[src/design/cst_pkg.sv]
// ---------------------------------------------------------------------------
// cst_pkg
// Types, character codes and scanner helper functions for the tokenizer.
// ---------------------------------------------------------------------------
package cst_pkg;

    localparam int MAX_TOKEN_LEN = 255;
    localparam int LEN_CAP       = (MAX_TOKEN_LEN < 255) ? MAX_TOKEN_LEN : 255;
    localparam logic [7:0] LEN_CAP_W = 8'(LEN_CAP);

    localparam int QUEUE_DEPTH = 4;
    localparam int QPTR_W      = $clog2(QUEUE_DEPTH);

    // Character codes
    localparam logic [7:0] CH_TAB        = 8'h09;
    localparam logic [7:0] CH_LF         = 8'h0A;
    localparam logic [7:0] CH_CR         = 8'h0D;
    localparam logic [7:0] CH_SPACE      = 8'h20;
    localparam logic [7:0] CH_DQUOTE     = 8'h22;
    localparam logic [7:0] CH_SQUOTE     = 8'h27;
    localparam logic [7:0] CH_PLUS       = 8'h2B;
    localparam logic [7:0] CH_MINUS      = 8'h2D;
    localparam logic [7:0] CH_ZERO       = 8'h30;
    localparam logic [7:0] CH_NINE       = 8'h39;
    localparam logic [7:0] CH_UPPER_A    = 8'h41;
    localparam logic [7:0] CH_UPPER_F    = 8'h46;
    localparam logic [7:0] CH_UPPER_Z    = 8'h5A;
    localparam logic [7:0] CH_BSLASH     = 8'h5C;
    localparam logic [7:0] CH_UNDERSCORE = 8'h5F;
    localparam logic [7:0] CH_LOWER_A    = 8'h61;
    localparam logic [7:0] CH_LOWER_B    = 8'h62;
    localparam logic [7:0] CH_LOWER_D    = 8'h64;
    localparam logic [7:0] CH_LOWER_F    = 8'h66;
    localparam logic [7:0] CH_LOWER_N    = 8'h6E;
    localparam logic [7:0] CH_LOWER_O    = 8'h6F;
    localparam logic [7:0] CH_LOWER_R    = 8'h72;
    localparam logic [7:0] CH_LOWER_T    = 8'h74;
    localparam logic [7:0] CH_LOWER_X    = 8'h78;
    localparam logic [7:0] CH_LOWER_Z    = 8'h7A;

    typedef enum logic [2:0] {
        PH_IDLE     = 3'd0,
        PH_IDENT    = 3'd1,
        PH_STRING   = 3'd2,
        PH_LINE     = 3'd3,
        PH_SIGNED   = 3'd4,
        PH_ZERO     = 3'd5,
        PH_PREFIXED = 3'd6,
        PH_DIGITS   = 3'd7
    } phase_t;

    typedef enum logic [2:0] {
        K_EOF    = 3'd0,
        K_IDENT  = 3'd1,
        K_STRING = 3'd2,
        K_OTHER  = 3'd3,
        K_BIN    = 3'd4,
        K_OCT    = 3'd5,
        K_DEC    = 3'd6,
        K_HEX    = 3'd7
    } kind_t;

    typedef struct packed {
        phase_t      phase;
        kind_t       kind;
        logic        zero_pending;
        logic        negative;
        logic        quote_double;
        logic        escape;
        logic        line_token;
        logic [31:0] accum;
        logic [7:0]  len;
        logic        sat;
    } scan_st_t;

    typedef struct packed {
        logic               text_valid;
        logic [7:0]         text_byte;
        logic               token_done;
        kind_t              token_kind;
        logic signed [31:0] token_number;
        logic [7:0]         token_len;
        logic               len_saturated;
    } rec_t;

    typedef struct packed {
        rec_t rec0;
        rec_t rec1;
        logic two;
    } entry_t;

    typedef struct packed {
        logic full;
        logic empty;
    } q_status_t;

    typedef struct packed {
        logic       ok;
        logic [3:0] val;
    } digit_t;

    function automatic logic is_letter(logic [7:0] c);
        return c inside {[CH_UPPER_A:CH_UPPER_Z], [CH_LOWER_A:CH_LOWER_Z]};
    endfunction

    function automatic logic is_dec(logic [7:0] c);
        return c inside {[CH_ZERO:CH_NINE]};
    endfunction

    function automatic logic is_eol(logic [7:0] c);
        return c inside {CH_CR, CH_LF};
    endfunction

    function automatic rec_t text_rec(logic [7:0] b);
        rec_t r;
        r            = '0;
        r.text_valid = 1'b1;
        r.text_byte  = b;
        return r;
    endfunction

    function automatic rec_t eof_rec();
        rec_t r;
        r            = '0;
        r.token_done = 1'b1;
        r.token_kind = K_EOF;
        return r;
    endfunction

    function automatic scan_st_t count_byte(scan_st_t s);
        scan_st_t t;
        t = s;
        if (s.len < LEN_CAP_W)
            t.len = s.len + 8'd1;
        else
            t.sat = 1'b1;
        return t;
    endfunction

    // Record that closes the token held in s, optionally with one last byte
    function automatic rec_t close_rec(scan_st_t s, logic with_byte, logic [7:0] b);
        scan_st_t t;
        rec_t     r;
        t = with_byte ? count_byte(s) : s;
        r = '0;
        r.text_valid    = with_byte;
        r.text_byte     = with_byte ? b : 8'd0;
        r.token_done    = 1'b1;
        r.token_kind    = s.kind;
        if (s.kind >= K_BIN)
            r.token_number = s.negative ? (32'd0 - s.accum) : s.accum;
        r.token_len     = t.len;
        r.len_saturated = t.sat;
        return r;
    endfunction

    function automatic scan_st_t tok_begin(scan_st_t s, phase_t ph, kind_t k);
        scan_st_t t;
        t              = '0;
        t.phase        = ph;
        t.kind         = k;
        t.quote_double = s.quote_double;
        return t;
    endfunction

    // acc * base + digit; the bases are shifts, ten is 8x + 2x
    function automatic logic [31:0] accumulate(logic [31:0] acc, kind_t k, logic [3:0] dv);
        logic [31:0] scaled;
        case (k)
            K_BIN:   scaled = acc << 1;
            K_OCT:   scaled = acc << 3;
            K_HEX:   scaled = acc << 4;
            default: scaled = (acc << 3) + (acc << 1);
        endcase
        return scaled + {28'd0, dv};
    endfunction

    function automatic digit_t digit_of(logic [7:0] c, kind_t k);
        digit_t d;
        d = '0;
        if (is_dec(c)) begin
            d.ok  = 1'b1;
            d.val = 4'(c - CH_ZERO);
        end else if (c inside {[CH_UPPER_A:CH_UPPER_F]}) begin
            d.ok  = 1'b1;
            d.val = 4'(c - CH_UPPER_A + 8'd10);
        end else if (c inside {[CH_LOWER_A:CH_LOWER_F]}) begin
            d.ok  = 1'b1;
            d.val = 4'(c - CH_LOWER_A + 8'd10);
        end
        case (k)
            K_BIN:   if (d.val > 4'd1) d.ok = 1'b0;
            K_OCT:   if (d.val > 4'd7) d.ok = 1'b0;
            K_DEC:   if (d.val > 4'd9) d.ok = 1'b0;
            K_HEX:   d.ok = d.ok;
            default: d.ok = 1'b0;
        endcase
        return d;
    endfunction

    function automatic logic [7:0] xlat_escape(logic [7:0] c);
        case (c)
            CH_LOWER_T: return CH_TAB;
            CH_LOWER_R: return CH_CR;
            CH_LOWER_N: return CH_LF;
            default:    return c;
        endcase
    endfunction

endpackage

[src/design/cst_ifs.sv]
// ---------------------------------------------------------------------------
// Tokenizer channel interfaces
// Valid/ready channels for the character input and the token record output.
// ---------------------------------------------------------------------------
interface cst_char_if;
    logic       valid;
    logic       ready;
    logic       action;
    logic [7:0] char_in;
    logic       line_mode;

    modport source (output valid, action, char_in, line_mode, input ready);
    modport sink   (input valid, action, char_in, line_mode, output ready);
endinterface

interface cst_token_if;
    logic               valid;
    logic               ready;
    logic               text_valid;
    logic [7:0]         text_byte;
    logic               token_done;
    logic [2:0]         token_kind;
    logic signed [31:0] token_number;
    logic [7:0]         token_len;
    logic               len_saturated;
    logic               last_of_run;

    modport source (output valid, text_valid, text_byte, token_done, token_kind,
                    token_number, token_len, len_saturated, last_of_run,
                    input ready);
    modport sink   (input valid, text_valid, text_byte, token_done, token_kind,
                    token_number, token_len, len_saturated, last_of_run,
                    output ready);
endinterface

[src/design/char_stream_tokenizer_unit.sv]
// ---------------------------------------------------------------------------
// char_stream_tokenizer_unit
// Character stream tokenizer: one character in, zero to two records out.
// ---------------------------------------------------------------------------
// The unit accepts one character per cycle for as long as its four-entry
// record queue has room; the scanner settles each character within that cycle.
// Records leave at one per cycle from a registered output stage while the
// sink is ready, so a character that yields two records (a token closed and
// another begun, a held zero followed by a digit, end of input after an open
// token) sends them out one after the other, and the output port sets the
// sustained rate when such characters are frequent. With the queue ahead of
// it empty, an accepted character's records are written into a queue slot
// and then loaded into the output register, where the sink can take them.
// Reset is asynchronous and returns the scanner to the state between tokens.
// ---------------------------------------------------------------------------
module char_stream_tokenizer_unit (
    input  logic        clk,
    input  logic        rst_n,
    cst_char_if.sink    char_ch,
    cst_token_if.source token_ch
);
    import cst_pkg::*;

    logic      push;
    entry_t    push_data;
    logic      pop;
    entry_t    head;
    q_status_t q_status;

    cst_front u_front (
        .clk       (clk),
        .rst_n     (rst_n),
        .char_ch   (char_ch),
        .push      (push),
        .push_data (push_data),
        .q_status  (q_status)
    );

    cst_queue u_queue (
        .clk       (clk),
        .rst_n     (rst_n),
        .push      (push),
        .push_data (push_data),
        .pop       (pop),
        .head      (head),
        .status    (q_status)
    );

    cst_back u_back (
        .clk       (clk),
        .rst_n     (rst_n),
        .head      (head),
        .q_status  (q_status),
        .pop       (pop),
        .token_ch  (token_ch)
    );

endmodule

[src/design/cst_front.sv]
// ---------------------------------------------------------------------------
// cst_front
// Scanner: takes one character per cycle while the queue has room,
// updates the token state, queues the zero to two records it produces.
// ---------------------------------------------------------------------------
module cst_front (
    input  logic               clk,
    input  logic               rst_n,
    cst_char_if.sink           char_ch,
    output logic               push,
    output cst_pkg::entry_t    push_data,
    input  cst_pkg::q_status_t q_status
);
    import cst_pkg::*;

    scan_st_t   st_reg;
    scan_st_t   st_next;
    scan_st_t   s;
    rec_t       recs [2];
    logic [1:0] n_rec;
    logic       rescan;
    logic       fire;
    digit_t     dg;
    logic [7:0] c;

    assign char_ch.ready = !q_status.full;
    assign fire          = char_ch.valid && char_ch.ready;
    assign c             = char_ch.char_in;

    always_comb
    begin
        s       = st_reg;
        recs[0] = '0;
        recs[1] = '0;
        n_rec   = 2'd0;
        rescan  = 1'b0;
        dg      = digit_of(c, st_reg.kind);

        if (char_ch.action) begin
            // close any open token, then the end-of-input record
            if (s.phase == PH_ZERO) begin
                recs[n_rec[0]] = close_rec(s, 1'b1, CH_ZERO);
                n_rec = n_rec + 2'd1;
            end else if (s.phase != PH_IDLE) begin
                recs[n_rec[0]] = close_rec(s, 1'b0, 8'd0);
                n_rec = n_rec + 2'd1;
            end
            recs[n_rec[0]] = eof_rec();
            n_rec = n_rec + 2'd1;
            s = tok_begin(s, PH_IDLE, K_EOF);
        end else begin
            case (s.phase)
                PH_IDENT:
                begin
                    if (is_letter(c) || is_dec(c) || c == CH_UNDERSCORE) begin
                        s = count_byte(s);
                        recs[n_rec[0]] = text_rec(c);
                        n_rec = n_rec + 2'd1;
                    end else begin
                        recs[n_rec[0]] = close_rec(s, 1'b0, 8'd0);
                        n_rec = n_rec + 2'd1;
                        s = tok_begin(s, PH_IDLE, K_EOF);
                        rescan = 1'b1;
                    end
                end
                PH_STRING:
                begin
                    if (s.escape) begin
                        s.escape = 1'b0;
                        s = count_byte(s);
                        recs[n_rec[0]] = text_rec(xlat_escape(c));
                        n_rec = n_rec + 2'd1;
                    end else if (c == (s.quote_double ? CH_DQUOTE : CH_SQUOTE)) begin
                        recs[n_rec[0]] = close_rec(s, 1'b0, 8'd0);
                        n_rec = n_rec + 2'd1;
                        s = tok_begin(s, PH_IDLE, K_EOF);
                    end else if (c == CH_BSLASH) begin
                        s.escape = 1'b1;
                    end else begin
                        s = count_byte(s);
                        recs[n_rec[0]] = text_rec(c);
                        n_rec = n_rec + 2'd1;
                    end
                end
                PH_LINE:
                begin
                    if (is_eol(c)) begin
                        recs[n_rec[0]] = close_rec(s, 1'b0, 8'd0);
                        n_rec = n_rec + 2'd1;
                        s = tok_begin(s, PH_IDLE, K_EOF);
                    end else begin
                        s = count_byte(s);
                        recs[n_rec[0]] = text_rec(c);
                        n_rec = n_rec + 2'd1;
                    end
                end
                PH_SIGNED:
                begin
                    if (c == CH_ZERO) begin
                        s.phase        = PH_ZERO;
                        s.zero_pending = 1'b1;
                    end else if (is_dec(c)) begin
                        s.accum = accumulate(s.accum, s.kind, 4'(c - CH_ZERO));
                        s = count_byte(s);
                        recs[n_rec[0]] = text_rec(c);
                        n_rec = n_rec + 2'd1;
                        s.phase = PH_DIGITS;
                    end else begin
                        recs[n_rec[0]] = close_rec(s, 1'b0, 8'd0);
                        n_rec = n_rec + 2'd1;
                        s = tok_begin(s, PH_IDLE, K_EOF);
                        rescan = 1'b1;
                    end
                end
                PH_ZERO:
                begin
                    s.zero_pending = 1'b0;
                    if (c inside {CH_LOWER_B, CH_LOWER_O, CH_LOWER_D, CH_LOWER_X}) begin
                        case (c)
                            CH_LOWER_B: s.kind = K_BIN;
                            CH_LOWER_O: s.kind = K_OCT;
                            CH_LOWER_D: s.kind = K_DEC;
                            default:    s.kind = K_HEX;
                        endcase
                        s.phase = PH_PREFIXED;
                    end else if (is_dec(c)) begin
                        // the held zero goes out first, then this digit
                        s = count_byte(s);
                        recs[n_rec[0]] = text_rec(CH_ZERO);
                        n_rec = n_rec + 2'd1;
                        s.accum = accumulate(s.accum, s.kind, 4'(c - CH_ZERO));
                        s = count_byte(s);
                        recs[n_rec[0]] = text_rec(c);
                        n_rec = n_rec + 2'd1;
                        s.phase = PH_DIGITS;
                    end else begin
                        recs[n_rec[0]] = close_rec(s, 1'b1, CH_ZERO);
                        n_rec = n_rec + 2'd1;
                        s = tok_begin(s, PH_IDLE, K_EOF);
                        rescan = 1'b1;
                    end
                end
                PH_PREFIXED, PH_DIGITS:
                begin
                    if (dg.ok) begin
                        s.accum = accumulate(s.accum, s.kind, dg.val);
                        s = count_byte(s);
                        recs[n_rec[0]] = text_rec(c);
                        n_rec = n_rec + 2'd1;
                        s.phase = PH_DIGITS;
                    end else begin
                        recs[n_rec[0]] = close_rec(s, 1'b0, 8'd0);
                        n_rec = n_rec + 2'd1;
                        s = tok_begin(s, PH_IDLE, K_EOF);
                        rescan = 1'b1;
                    end
                end
                default:
                begin
                    rescan = 1'b1;
                end
            endcase

            // scan the character as between tokens
            if (rescan) begin
                if (c == CH_SPACE || c == CH_TAB) begin
                    s = s;
                end else if (is_eol(c) && !char_ch.line_mode) begin
                    s = s;
                end else if (char_ch.line_mode) begin
                    s = tok_begin(s, PH_LINE, K_OTHER);
                    s.line_token = 1'b1;
                    if (is_eol(c)) begin
                        recs[n_rec[0]] = close_rec(s, 1'b0, 8'd0);
                        n_rec = n_rec + 2'd1;
                        s = tok_begin(s, PH_IDLE, K_EOF);
                    end else begin
                        s = count_byte(s);
                        recs[n_rec[0]] = text_rec(c);
                        n_rec = n_rec + 2'd1;
                    end
                end else if (is_letter(c)) begin
                    s = tok_begin(s, PH_IDENT, K_IDENT);
                    s = count_byte(s);
                    recs[n_rec[0]] = text_rec(c);
                    n_rec = n_rec + 2'd1;
                end else if (c == CH_PLUS || c == CH_MINUS) begin
                    s = tok_begin(s, PH_SIGNED, K_DEC);
                    s.negative = (c == CH_MINUS);
                    s = count_byte(s);
                    recs[n_rec[0]] = text_rec(c);
                    n_rec = n_rec + 2'd1;
                end else if (c == CH_ZERO) begin
                    s = tok_begin(s, PH_ZERO, K_DEC);
                    s.zero_pending = 1'b1;
                end else if (is_dec(c)) begin
                    s = tok_begin(s, PH_DIGITS, K_DEC);
                    s.accum = {28'd0, 4'(c - CH_ZERO)};
                    s = count_byte(s);
                    recs[n_rec[0]] = text_rec(c);
                    n_rec = n_rec + 2'd1;
                end else if (c == CH_SQUOTE || c == CH_DQUOTE) begin
                    s = tok_begin(s, PH_STRING, K_STRING);
                    s.quote_double = (c == CH_DQUOTE);
                end else begin
                    s = tok_begin(s, PH_IDLE, K_OTHER);
                    recs[n_rec[0]] = close_rec(s, 1'b1, c);
                    n_rec = n_rec + 2'd1;
                    s = tok_begin(s, PH_IDLE, K_EOF);
                end
            end
        end

        st_next = fire ? s : st_reg;
    end

    assign push           = fire && (n_rec != 2'd0);
    assign push_data.rec0 = recs[0];
    assign push_data.rec1 = recs[1];
    assign push_data.two  = (n_rec == 2'd2);

    always_ff @(posedge clk or negedge rst_n)
    begin
        if (!rst_n)
            st_reg <= '0;
        else
            st_reg <= st_next;
    end

endmodule

[src/design/cst_queue.sv]
// ---------------------------------------------------------------------------
// cst_queue
// Short first-in first-out queue of record pairs between scanner and output.
// ---------------------------------------------------------------------------
module cst_queue (
    input  logic                clk,
    input  logic                rst_n,
    input  logic                push,
    input  cst_pkg::entry_t     push_data,
    input  logic                pop,
    output cst_pkg::entry_t     head,
    output cst_pkg::q_status_t  status
);
    import cst_pkg::*;

    entry_t            slot_reg [QUEUE_DEPTH];
    logic [QPTR_W-1:0] wr_ptr_reg;
    logic [QPTR_W-1:0] wr_ptr_next;
    logic [QPTR_W-1:0] rd_ptr_reg;
    logic [QPTR_W-1:0] rd_ptr_next;
    logic [QPTR_W:0]   count_reg;
    logic [QPTR_W:0]   count_next;

    assign status.full  = (count_reg == (QPTR_W+1)'(QUEUE_DEPTH));
    assign status.empty = (count_reg == '0);
    assign head         = slot_reg[rd_ptr_reg];

    always_comb
    begin
        wr_ptr_next = push ? wr_ptr_reg + 1'b1 : wr_ptr_reg;
        rd_ptr_next = pop  ? rd_ptr_reg + 1'b1 : rd_ptr_reg;
        count_next  = count_reg;
        if (push && !pop)
            count_next = count_reg + 1'b1;
        else if (pop && !push)
            count_next = count_reg - 1'b1;
    end

    always_ff @(posedge clk or negedge rst_n)
    begin
        if (!rst_n)
        begin
            wr_ptr_reg <= '0;
            rd_ptr_reg <= '0;
            count_reg  <= '0;
        end
        else
        begin
            wr_ptr_reg <= wr_ptr_next;
            rd_ptr_reg <= rd_ptr_next;
            count_reg  <= count_next;
        end
    end

    always_ff @(posedge clk)
    begin
        if (push)
            slot_reg[wr_ptr_reg] <= push_data;
    end

endmodule

[src/design/cst_back.sv]
// ---------------------------------------------------------------------------
// cst_back
// Output stage: splits each queued pair into single records and holds the
// current record in a register until the sink takes it.
// ---------------------------------------------------------------------------
module cst_back (
    input  logic               clk,
    input  logic               rst_n,
    input  cst_pkg::entry_t    head,
    input  cst_pkg::q_status_t q_status,
    output logic               pop,
    cst_token_if.source        token_ch
);
    import cst_pkg::*;

    logic out_valid_reg;
    logic out_valid_next;
    rec_t out_rec_reg;
    rec_t out_rec_next;
    logic out_last_reg;
    logic out_last_next;
    logic second_reg;
    logic second_next;
    logic load;

    assign load = (!out_valid_reg || token_ch.ready) && !q_status.empty;

    always_comb
    begin
        out_valid_next = out_valid_reg && !token_ch.ready;
        out_rec_next   = out_rec_reg;
        out_last_next  = out_last_reg;
        second_next    = second_reg;
        pop            = 1'b0;
        if (load) begin
            out_valid_next = 1'b1;
            if (!second_reg) begin
                out_rec_next  = head.rec0;
                out_last_next = !head.two;
                // hold the entry when its second record is still to go
                if (head.two)
                    second_next = 1'b1;
                else
                    pop = 1'b1;
            end else begin
                out_rec_next  = head.rec1;
                out_last_next = 1'b1;
                second_next   = 1'b0;
                pop           = 1'b1;
            end
        end
    end

    always_ff @(posedge clk or negedge rst_n)
    begin
        if (!rst_n)
        begin
            out_valid_reg <= 1'b0;
            second_reg    <= 1'b0;
        end
        else
        begin
            out_valid_reg <= out_valid_next;
            second_reg    <= second_next;
        end
    end

    always_ff @(posedge clk)
    begin
        out_rec_reg  <= out_rec_next;
        out_last_reg <= out_last_next;
    end

    assign token_ch.valid         = out_valid_reg;
    assign token_ch.text_valid    = out_rec_reg.text_valid;
    assign token_ch.text_byte     = out_rec_reg.text_byte;
    assign token_ch.token_done    = out_rec_reg.token_done;
    assign token_ch.token_kind    = out_rec_reg.token_kind;
    assign token_ch.token_number  = out_rec_reg.token_number;
    assign token_ch.token_len     = out_rec_reg.token_len;
    assign token_ch.len_saturated = out_rec_reg.len_saturated;
    assign token_ch.last_of_run   = out_last_reg;

endmodule

[src/flat_wrapper.sv]
// flat-port wrapper written by rule: the top's interface ports become plain ports
module char_stream_tokenizer_unit_flat import cst_pkg::*;
  (clk, rst_n, char_ch_valid, char_ch_action, char_ch_char_in, char_ch_line_mode, char_ch_ready, token_ch_valid, token_ch_text_valid, token_ch_text_byte, token_ch_token_done, token_ch_token_kind, token_ch_token_number, token_ch_token_len, token_ch_len_saturated, token_ch_last_of_run, token_ch_ready);
  cst_char_if char_ch_i ();
  cst_token_if token_ch_i ();
  input  logic clk;
  input  logic rst_n;
  input wire logic [$bits(char_ch_i.valid)-1:0] char_ch_valid;
  input wire logic [$bits(char_ch_i.action)-1:0] char_ch_action;
  input wire logic [$bits(char_ch_i.char_in)-1:0] char_ch_char_in;
  input wire logic [$bits(char_ch_i.line_mode)-1:0] char_ch_line_mode;
  output wire logic [$bits(char_ch_i.ready)-1:0] char_ch_ready;
  output wire logic [$bits(token_ch_i.valid)-1:0] token_ch_valid;
  output wire logic [$bits(token_ch_i.text_valid)-1:0] token_ch_text_valid;
  output wire logic [$bits(token_ch_i.text_byte)-1:0] token_ch_text_byte;
  output wire logic [$bits(token_ch_i.token_done)-1:0] token_ch_token_done;
  output wire logic [$bits(token_ch_i.token_kind)-1:0] token_ch_token_kind;
  output wire logic [$bits(token_ch_i.token_number)-1:0] token_ch_token_number;
  output wire logic [$bits(token_ch_i.token_len)-1:0] token_ch_token_len;
  output wire logic [$bits(token_ch_i.len_saturated)-1:0] token_ch_len_saturated;
  output wire logic [$bits(token_ch_i.last_of_run)-1:0] token_ch_last_of_run;
  input wire logic [$bits(token_ch_i.ready)-1:0] token_ch_ready;
  assign char_ch_i.valid = char_ch_valid;
  assign char_ch_i.action = char_ch_action;
  assign char_ch_i.char_in = char_ch_char_in;
  assign char_ch_i.line_mode = char_ch_line_mode;
  assign char_ch_ready = char_ch_i.ready;
  assign token_ch_valid = token_ch_i.valid;
  assign token_ch_text_valid = token_ch_i.text_valid;
  assign token_ch_text_byte = token_ch_i.text_byte;
  assign token_ch_token_done = token_ch_i.token_done;
  assign token_ch_token_kind = token_ch_i.token_kind;
  assign token_ch_token_number = token_ch_i.token_number;
  assign token_ch_token_len = token_ch_i.token_len;
  assign token_ch_len_saturated = token_ch_i.len_saturated;
  assign token_ch_last_of_run = token_ch_i.last_of_run;
  assign token_ch_i.ready = token_ch_ready;
  char_stream_tokenizer_unit u_core (.clk(clk), .rst_n(rst_n), .char_ch(char_ch_i), .token_ch(token_ch_i));
endmodule
[config.mk]
export PLATFORM = sky130hd
export DESIGN_NAME = char_stream_tokenizer_unit_flat
export DESIGN_NICKNAME = d
export VERILOG_FILES = /design/src/design/cst_pkg.sv /design/src/design/cst_ifs.sv /design/src/design/char_stream_tokenizer_unit.sv /design/src/design/cst_front.sv /design/src/design/cst_queue.sv /design/src/design/cst_back.sv /design/src/flat_wrapper.sv
export SDC_FILE = /design/constraint.sdc
export NUM_CORES = 1
export LEC_CHECK = 0
export ABC_AREA = 0
export BUFFER_PORTS_ARGS = -buffer_cell sky130_fd_sc_hd__buf_2
export CAP_MARGIN = 0
export CORE_MARGIN = 2
export CORE_UTILIZATION = 49
export DETAILED_ROUTE_END_ITERATION = 7
export GPL_ROUTABILITY_DRIVEN = 0
export PLACE_DENSITY = 0.65
export SYNTH_ARGS = -nofsm -noshare
export SYNTH_HDL_FRONTEND = slang
export SYNTH_SLANG_ARGS = --single-unit
[constraint.sdc]
create_clock -name clk -period 8.45 [get_ports clk]
set_input_delay 1.2675 -clock clk [delete_from_list [all_inputs] [get_ports clk]]
set_output_delay 1.2675 -clock clk [all_outputs]
set_load 0.1 [all_outputs]
After elaboration in Yosys (flattened, before gate mapping)

Memory sizes are Yosys's and may differ from the RTL's.
Index checks and enable logic that the tools add are counted.
Widths: inputs -> output; s select.

Multiplexer cells: 152
Reduce and logical (&&, ||, !) cells: 39
Bitwise gates (word level): 9
$add $sub $neg: 18
$lt $le $gt $ge: 18
Equal/unequal tests: 32

Operator list:

| kind                  | number |
|---|---|
| $mux 108              | 12 |
| $mux 54               | 17 |
| $mux 52               | 16 |
| $mux 32               | 12 |
| $pmux 54 s6           | 1 |
| $pmux 52 s6           | 1 |
| $bwmux 108            | 2 |
| $mux 45               | 3 |
| $mux 8                | 16 |
| $demux 54 s1          | 2 |
| $and 106x106->106     | 1 |
| $not 106->106         | 1 |
| $and 102x102->102     | 1 |
| $mux 51               | 2 |
| $not 102->102         | 1 |
| $add 32x4->32         | 3 |
| $pmux 32 s3           | 1 |
| $eq 8x7->1 const B    | 9 |
| $eq 8x6->1 const B    | 6 |
| $mux 46               | 1 |
| $mux 1                | 37 |
| $add 32x32->32        | 1 |
| $le 8x7->1 const B    | 4 |
| $sub 1x32->32 const A | 1 |
| 46 further kinds      | 117 |

Memory bits (writable): 436
Logic and storage cells: 292
Bits in registers: 116
Output and inout bits: 57
Memories: 1
Bits of input ports: 14

Memory list:

| name                    | words | bits a word | rd ports | clocked after Yosys merged registers in | wr ports | RTL line        | text |
|---|---|---|---|---|---|---|---|
| u_core.u_queue.slot_reg | 4     | 109         | 1        | 0                                       | 1        | cst_queue.sv:16 | `entry_t slot_reg [QUEUE_DEPTH];` |

Longest topological paths before layout

Depth after elaboration: 24
Gate-level depth with buffers: 22

Cells and area by module

Synthesis repeated with hierarchy kept, for this count alone.

Cells, all modules: 2159
Area, all modules: 28576.2 um2

Modules (own cells, without submodules):

| module    | area an instance (um2) | instances | cells an instance | seq. area each (um2) |
|---|---|---|---|---|
| cst_queue | 16125.5                | 1         | 603               | 13267.7 |
| cst_front | 9800.6                 | 1         | 1431              | 1251.2 |
| cst_back  | 2650.0                 | 1         | 125               | 1701.6 |

Worst setup path after synthesis

Ideal clock, no wire load.

Path kind: input to register
Start point: input char_ch_char_in[1]
End point: memory u_core.u_queue.slot_reg[0][0] (netlist bit), enable pin
Buffers on the path: 3
Arrival: 5.896 ns
Required time: 8.018 ns
Cell stages on the path: 16
Setup time: 0.432 ns
Setup slack: 2.122 ns
Cells stage by stage: clkbuf_1 -> inv_1 -> ha_1 -> clkbuf_1 -> nor4b_1 -> a221o_1 -> o211ai_2 -> nand2_1 -> a222oi_1 -> or4b_1 -> buf_2 -> nor2b_1 -> nor2_1 -> nor3_2 -> a21oi_4 -> and2_1

Cells in the longest elaborated chain, start to end: 21

RTL lines:

| what                                                                 | RTL line                         | text |
|---|---|---|
| start: declaration                                                   | flat_wrapper.sv:10               | `input wire logic [$bits(char_ch_i.char_in)-1:0] char_ch_char_in;` |
| parallel branches: the longest is 15 deep, another holds $sub 4x1->4 | --                               |  |
| $mux 2 (*)                                                           | cst_front.sv:165                 | `if (rescan) begin` |
| $mux 2 (*)                                                           | cst_front.sv:39                  | `if (char_ch.action) begin` |
| $reduce_bool 2->1 (*)                                                | cst_front.sv:217                 | `assign push = fire && (n_rec != 2'd0);` |
| $logic_and 1x1->1 (*)                                                | cst_front.sv:217                 |  |
| net u_core.push                                                      | char_stream_tokenizer_unit.sv:24 | `logic push;` |
| $mux 1 (*)                                                           | cst_queue.sv:57                  | `if (push)` |
| $mux 1 (not written as such) (*)                                     | cst_queue.sv:58                  | `slot_reg[wr_ptr_reg] <= push_data;` |
| end: declaration                                                     | cst_queue.sv:16                  |  |

Mark *: on every way through the listed nets, which the timed path passes. The select of a mux whose other input is x is not followed.

Worst setup path in the final report

Start point: input char_ch_char_in[1]
End point: memory u_core.u_queue.slot_reg[3][96] (netlist bit), enable pin

Same word-level chain as after synthesis.

==> results by stage <==
Cells and area:
- The net count of the finished layout is 2001.
- The cell area after layout is 23700 um2.
- The library cell used most frequently in the layout, excluding fill and tap cells, is sky130_fd_sc_hd__edfxtp_1.
- The layout-stage area growth over the synthesis result is 9.46%.
- The share of cells above drive strength 1 is 0.144.
- Leaving out fill and tap cells, the most frequent cells in the layout are sky130_fd_sc_hd__edfxtp_1, sky130_fd_sc_hd__nand2_1, sky130_fd_sc_hd__nor2_1.
- The core occupancy in the finished layout is 0.546.
- The register with the most flip-flops in the layout has 268 of them.

Clock tree:
- The number of H-tree levels is 2.
- The root buffer cell is sky130_fd_sc_hd__clkbuf_16.
- In this run, post-CTS hold repair placed 0 buffers.
- In this run the deepest clock path goes through 3 buffers.
- The post-CTS clock slew at the launch and capture registers of the worst setup and hold paths is 0.06 ns.
- Once the clock tree was built, the resizer swapped 0 gates to a different size.
- TritonCTS built the clock tree.
- The number of buffers created by CTS is 39.
- The clock reaches the later pin of the worst-skew pair after 0.54 ns.
- The sink count of the clock tree is 382.
- After clock tree synthesis, the setup repair step added 0 buffers.

Critical path:
- Traced cell by cell, the critical path runs through buf_2 -> inv_1 -> ha_1 -> mux2i_1 -> o22ai_1 -> a211oi_1 -> and2_1 -> or4b_1 -> nand2b_2 -> nor3_1 -> nor2_1 -> a21oi_4 -> and2_2 -> buf_4.
- STA puts the critical path data required time at 8.65 ns.
- For this run, the slowest stage of the critical path takes 0.74 ns.
- The first element of the critical path is char_ch_char_in[1].
- The worst setup path is captured at a register.
- The nature of the critical path startpoint is a primary input.
- By startpoint and endpoint, the worst setup path is classified as in -> reg.
- Data on the critical path arrives at its endpoint at 6.15 ns.
- In this run the critical register-to-register path is launched from u_core.u_front.st_reg[49]$_DFFE_PN0P_.
- In this run the worst path has a maximum fanout of 30.
- The slowest stage cell on the critical path is sky130_fd_sc_hd__and2_2.

Yosys:
- The fraction of synthesized cell area in xor and xnor cells is 0.0283.
- In the synthesized netlist the dominant register cell turns out to be sky130_fd_sc_hd__edfxtp_1.
- Synthesis produced 1922 cells.
- The share of the Yosys chip area taken by registers is 0.517.
- The synthesized design contains 323 enable-type register cells.
- The synthesized netlist occupies a cell area of 21600 um2.
- The synthesized-area fraction occupied by ao, oa, aoi and oai cells came to 0.150.
- Counting flops and latches in the post-synthesis netlist gives 382.
- The fraction of synthesized area in multiplexers is 0.0875.
- The mean post-synth cell area is 11.3 um2.
- The share of synthesized area in the top cell type comes to 0.448.
- The post-synthesis cell type count is 96.
- The biggest area consumer among synthesized cells is sky130_fd_sc_hd__edfxtp_1.
- After synthesis, the largest family of logic cells by area is simple AND/OR/NAND/NOR gates.
- The number of nets handed over by synthesis was 1987.
- After synthesis, the share of flip-flops with an asynchronous set or reset is 0.154.
- In the post-synthesis netlist, the biggest area contributors are sky130_fd_sc_hd__edfxtp_1, sky130_fd_sc_hd__mux4_2, sky130_fd_sc_hd__dfrtp_1, sky130_fd_sc_hd__nand2_1, sky130_fd_sc_hd__a21oi_1.
- Of the total synthesized cell area, the portion taken by AND, OR, NAND and NOR gates is 0.155.
- Yosys printed 0 warnings.
- The post-synthesis share of cell area spent on full adders, half adders and majority gates is 0.0314.

Route:
- The routed wirelength normalized by instance count is 21.4 um.
- The remaining routing DRC violations is 0.
- The wire length reported by the detailed router is 54700 um.
- The remaining number of nets flagged by the antenna check after routing is 0.
- The total via count after detailed routing is 16.1k.
- The first TritonRoute pass finished after 5 iterations.
- The iteration-0 DRC count of the detailed router is 1502.
- After detailed routing, the number of vias per cell comes to 6.30.

STA:
- The count of final hold-check violations is 0.
- For the pin with the worst max-slew slack, the measured transition is 1.13 ns.
- Of the available clock period, the critical path in the final layout requires 0.704.
- Setup violations remaining at the end of the flow were counted as 0.
- The max-slew violation count came to 0.
- Static timing analysis puts the maximum clock frequency at 168 MHz.
- In this run the tightest slew margin relative to its limit is 0.249.
- The smallest clock period supported by the final layout is computed as 5.95 ns.
- Setup repair after global routing left no endpoint under its margin.
- The worst clock skew on the final layout is 0.0292 ns.
- The tightest hold margin is 0.500 ns.
- In the final timing run, aggregate negative setup slack is 0 ns.

Run:
- Max-cap violations in this run came to 0.

Die:
- The y dimension of the die is 214 um.
- The die extent in x is 214 um.
- For this configuration, the core starts out at a cell density of 0.499.
- The die covers 45800 um2.
- The area of the core region is 43400 um2.
- The number of rows created at floorplan is 76.
- The number of top-level pins is 71.

Worst hold path:
- The worst hold path begins at u_core.u_queue.count_reg[2]$_DFFE_PN0P_.
- The class of the most critical hold timing path is reg -> reg.

Power and ir drop:
- In this run the power density over the cells is 350 nW/um2.
- The design draws 8.30 mW.
- The static power due to leakage is 8.42 nW.
- The peak ir drop on the vdd network is 0.352 mV.

GRT:
- The number of global-route vias before repair is 15.4k.
- Entering global routing, the biggest net connects 69 pins.
- The first global-routing pass estimated 87300 um of wire.
- The total grt overflow is 0.
- The initial antenna violation count is 1.
- The overall track demand over capacity in global routing is 0.238.

Outcome:
- The flow ran to the end, and the final reports show no timing, DRC or antenna violations.

Place:
- Input and output buffers added on the ports amount to 70.
- The placed instances occupy a cell area of 22400 um2.
- Once detailed placement completed, the half-perimeter wirelength came to 37300 um.
[final cells by class]
class	instances	area, um2
diodes	1	2.50
clock buffers	48	1050
clock inverters	21	196
fillers	3648	19700
inverters	41	154
multi-input cells	1375	9810
flip-flops and latches	382	11200
well taps	585	732
repair buffers	97	553
[worst max-delay path, delay by kind of cell]
| kind | cells | cell delay, ns |
|---|---|---|
| AO/OA/AOI/OAI | 3 | 0.86 |
| multiplexers | 1 | 0.18 |
| adder cells (fa/ha/maj) | 1 | 0.34 |
| buffers and inverters | 3 | 0.82 |
| AND/OR/NAND/NOR | 6 | 2.66 |
[logic make-up after synthesis]
logic type               Yosys count
flip-flops                       382
buffers and inverters            165
AO/OA/AOI/OAI                    492
multiplexers                     103
XOR/XNOR                          70
AND/OR/NAND/NOR                  658
adder cells (fa/ha/maj)           52
[cells in the mapped netlist, drive strengths merged, types with 8 or more instances]
library cell	number
xor2	37
or3	17
mux2i	17
ha	47
nand2	174
nand4	19
nor2	149
and3	15
nor2b	57
a21oi	131
inv	40
o21ai	108
clkbuf	89
a22oi	10
nand2b	23
or4	8
a221o	9
a22o	16
a31oi	17
or2	14
edfxtp	323
nor4	21
dfrtp	59
nor3	42
a21boi	8
a21o	19
nand3	59
o31ai	19
o21a	8
mux2	19
a211oi	16
o211ai	24
o22ai	18
xnor2	33
buf	35
o221ai	8
and2	21
mux4	67
[path summary, 6_finish.rpt]
| check | end | slack (ns) | cells after the start |
|---|---|---|---|
| worst max-delay path | u_core.u_queue.slot_reg[3][96]$_DFFE_PP_ | 2.50 | 14 |
| worst max register to register | u_core.u_queue.slot_reg[3][96]$_DFFE_PP_ | 2.94 | 10 |
| worst min-delay path | u_core.u_queue.count_reg[2]$_DFFE_PN0P_ | 0.50 | 1 |
| min in group asynchronous | u_core.u_front.st_reg[42]$_DFFE_PN0P_ | 0.89 | 2 |
| worst min register to register | u_core.u_queue.count_reg[2]$_DFFE_PN0P_ | 0.50 | 1 |
| max in group asynchronous | u_core.u_queue.rd_ptr_reg[0]$_DFFE_PN0P_ | 6.88 | 2 |
[power by group]
group	switching, mW	internal (mW)
Combinational	2.57	1.05
Clock	0.700	0.979
Sequential	0.248	2.75
[stage by stage]
step,cells,worst slack [ns]
final,2550,2.50
after global routing,2549,2.06
after CTS,2549,2.59
after detailed placement,2480,2.06
after global placement,2480,2.21
after floorplan,1922,2.12
[routing by layer]
| layer | GRT usage | vias to the layer above | wire length, um |
|---|---|---|---|
| met5 | 0 | - | 0 |
| met4 | 0.0741 | 0 | 1440 |
| met3 | 0.0335 | 100 | 4200 |
| met2 | 0.370 | 672 | 24700 |
| met1 | 0.347 | 7878 | 24300 |
| li1 | - | 7420 | - |
Note: power is estimated with default switching activity, not from simulation.
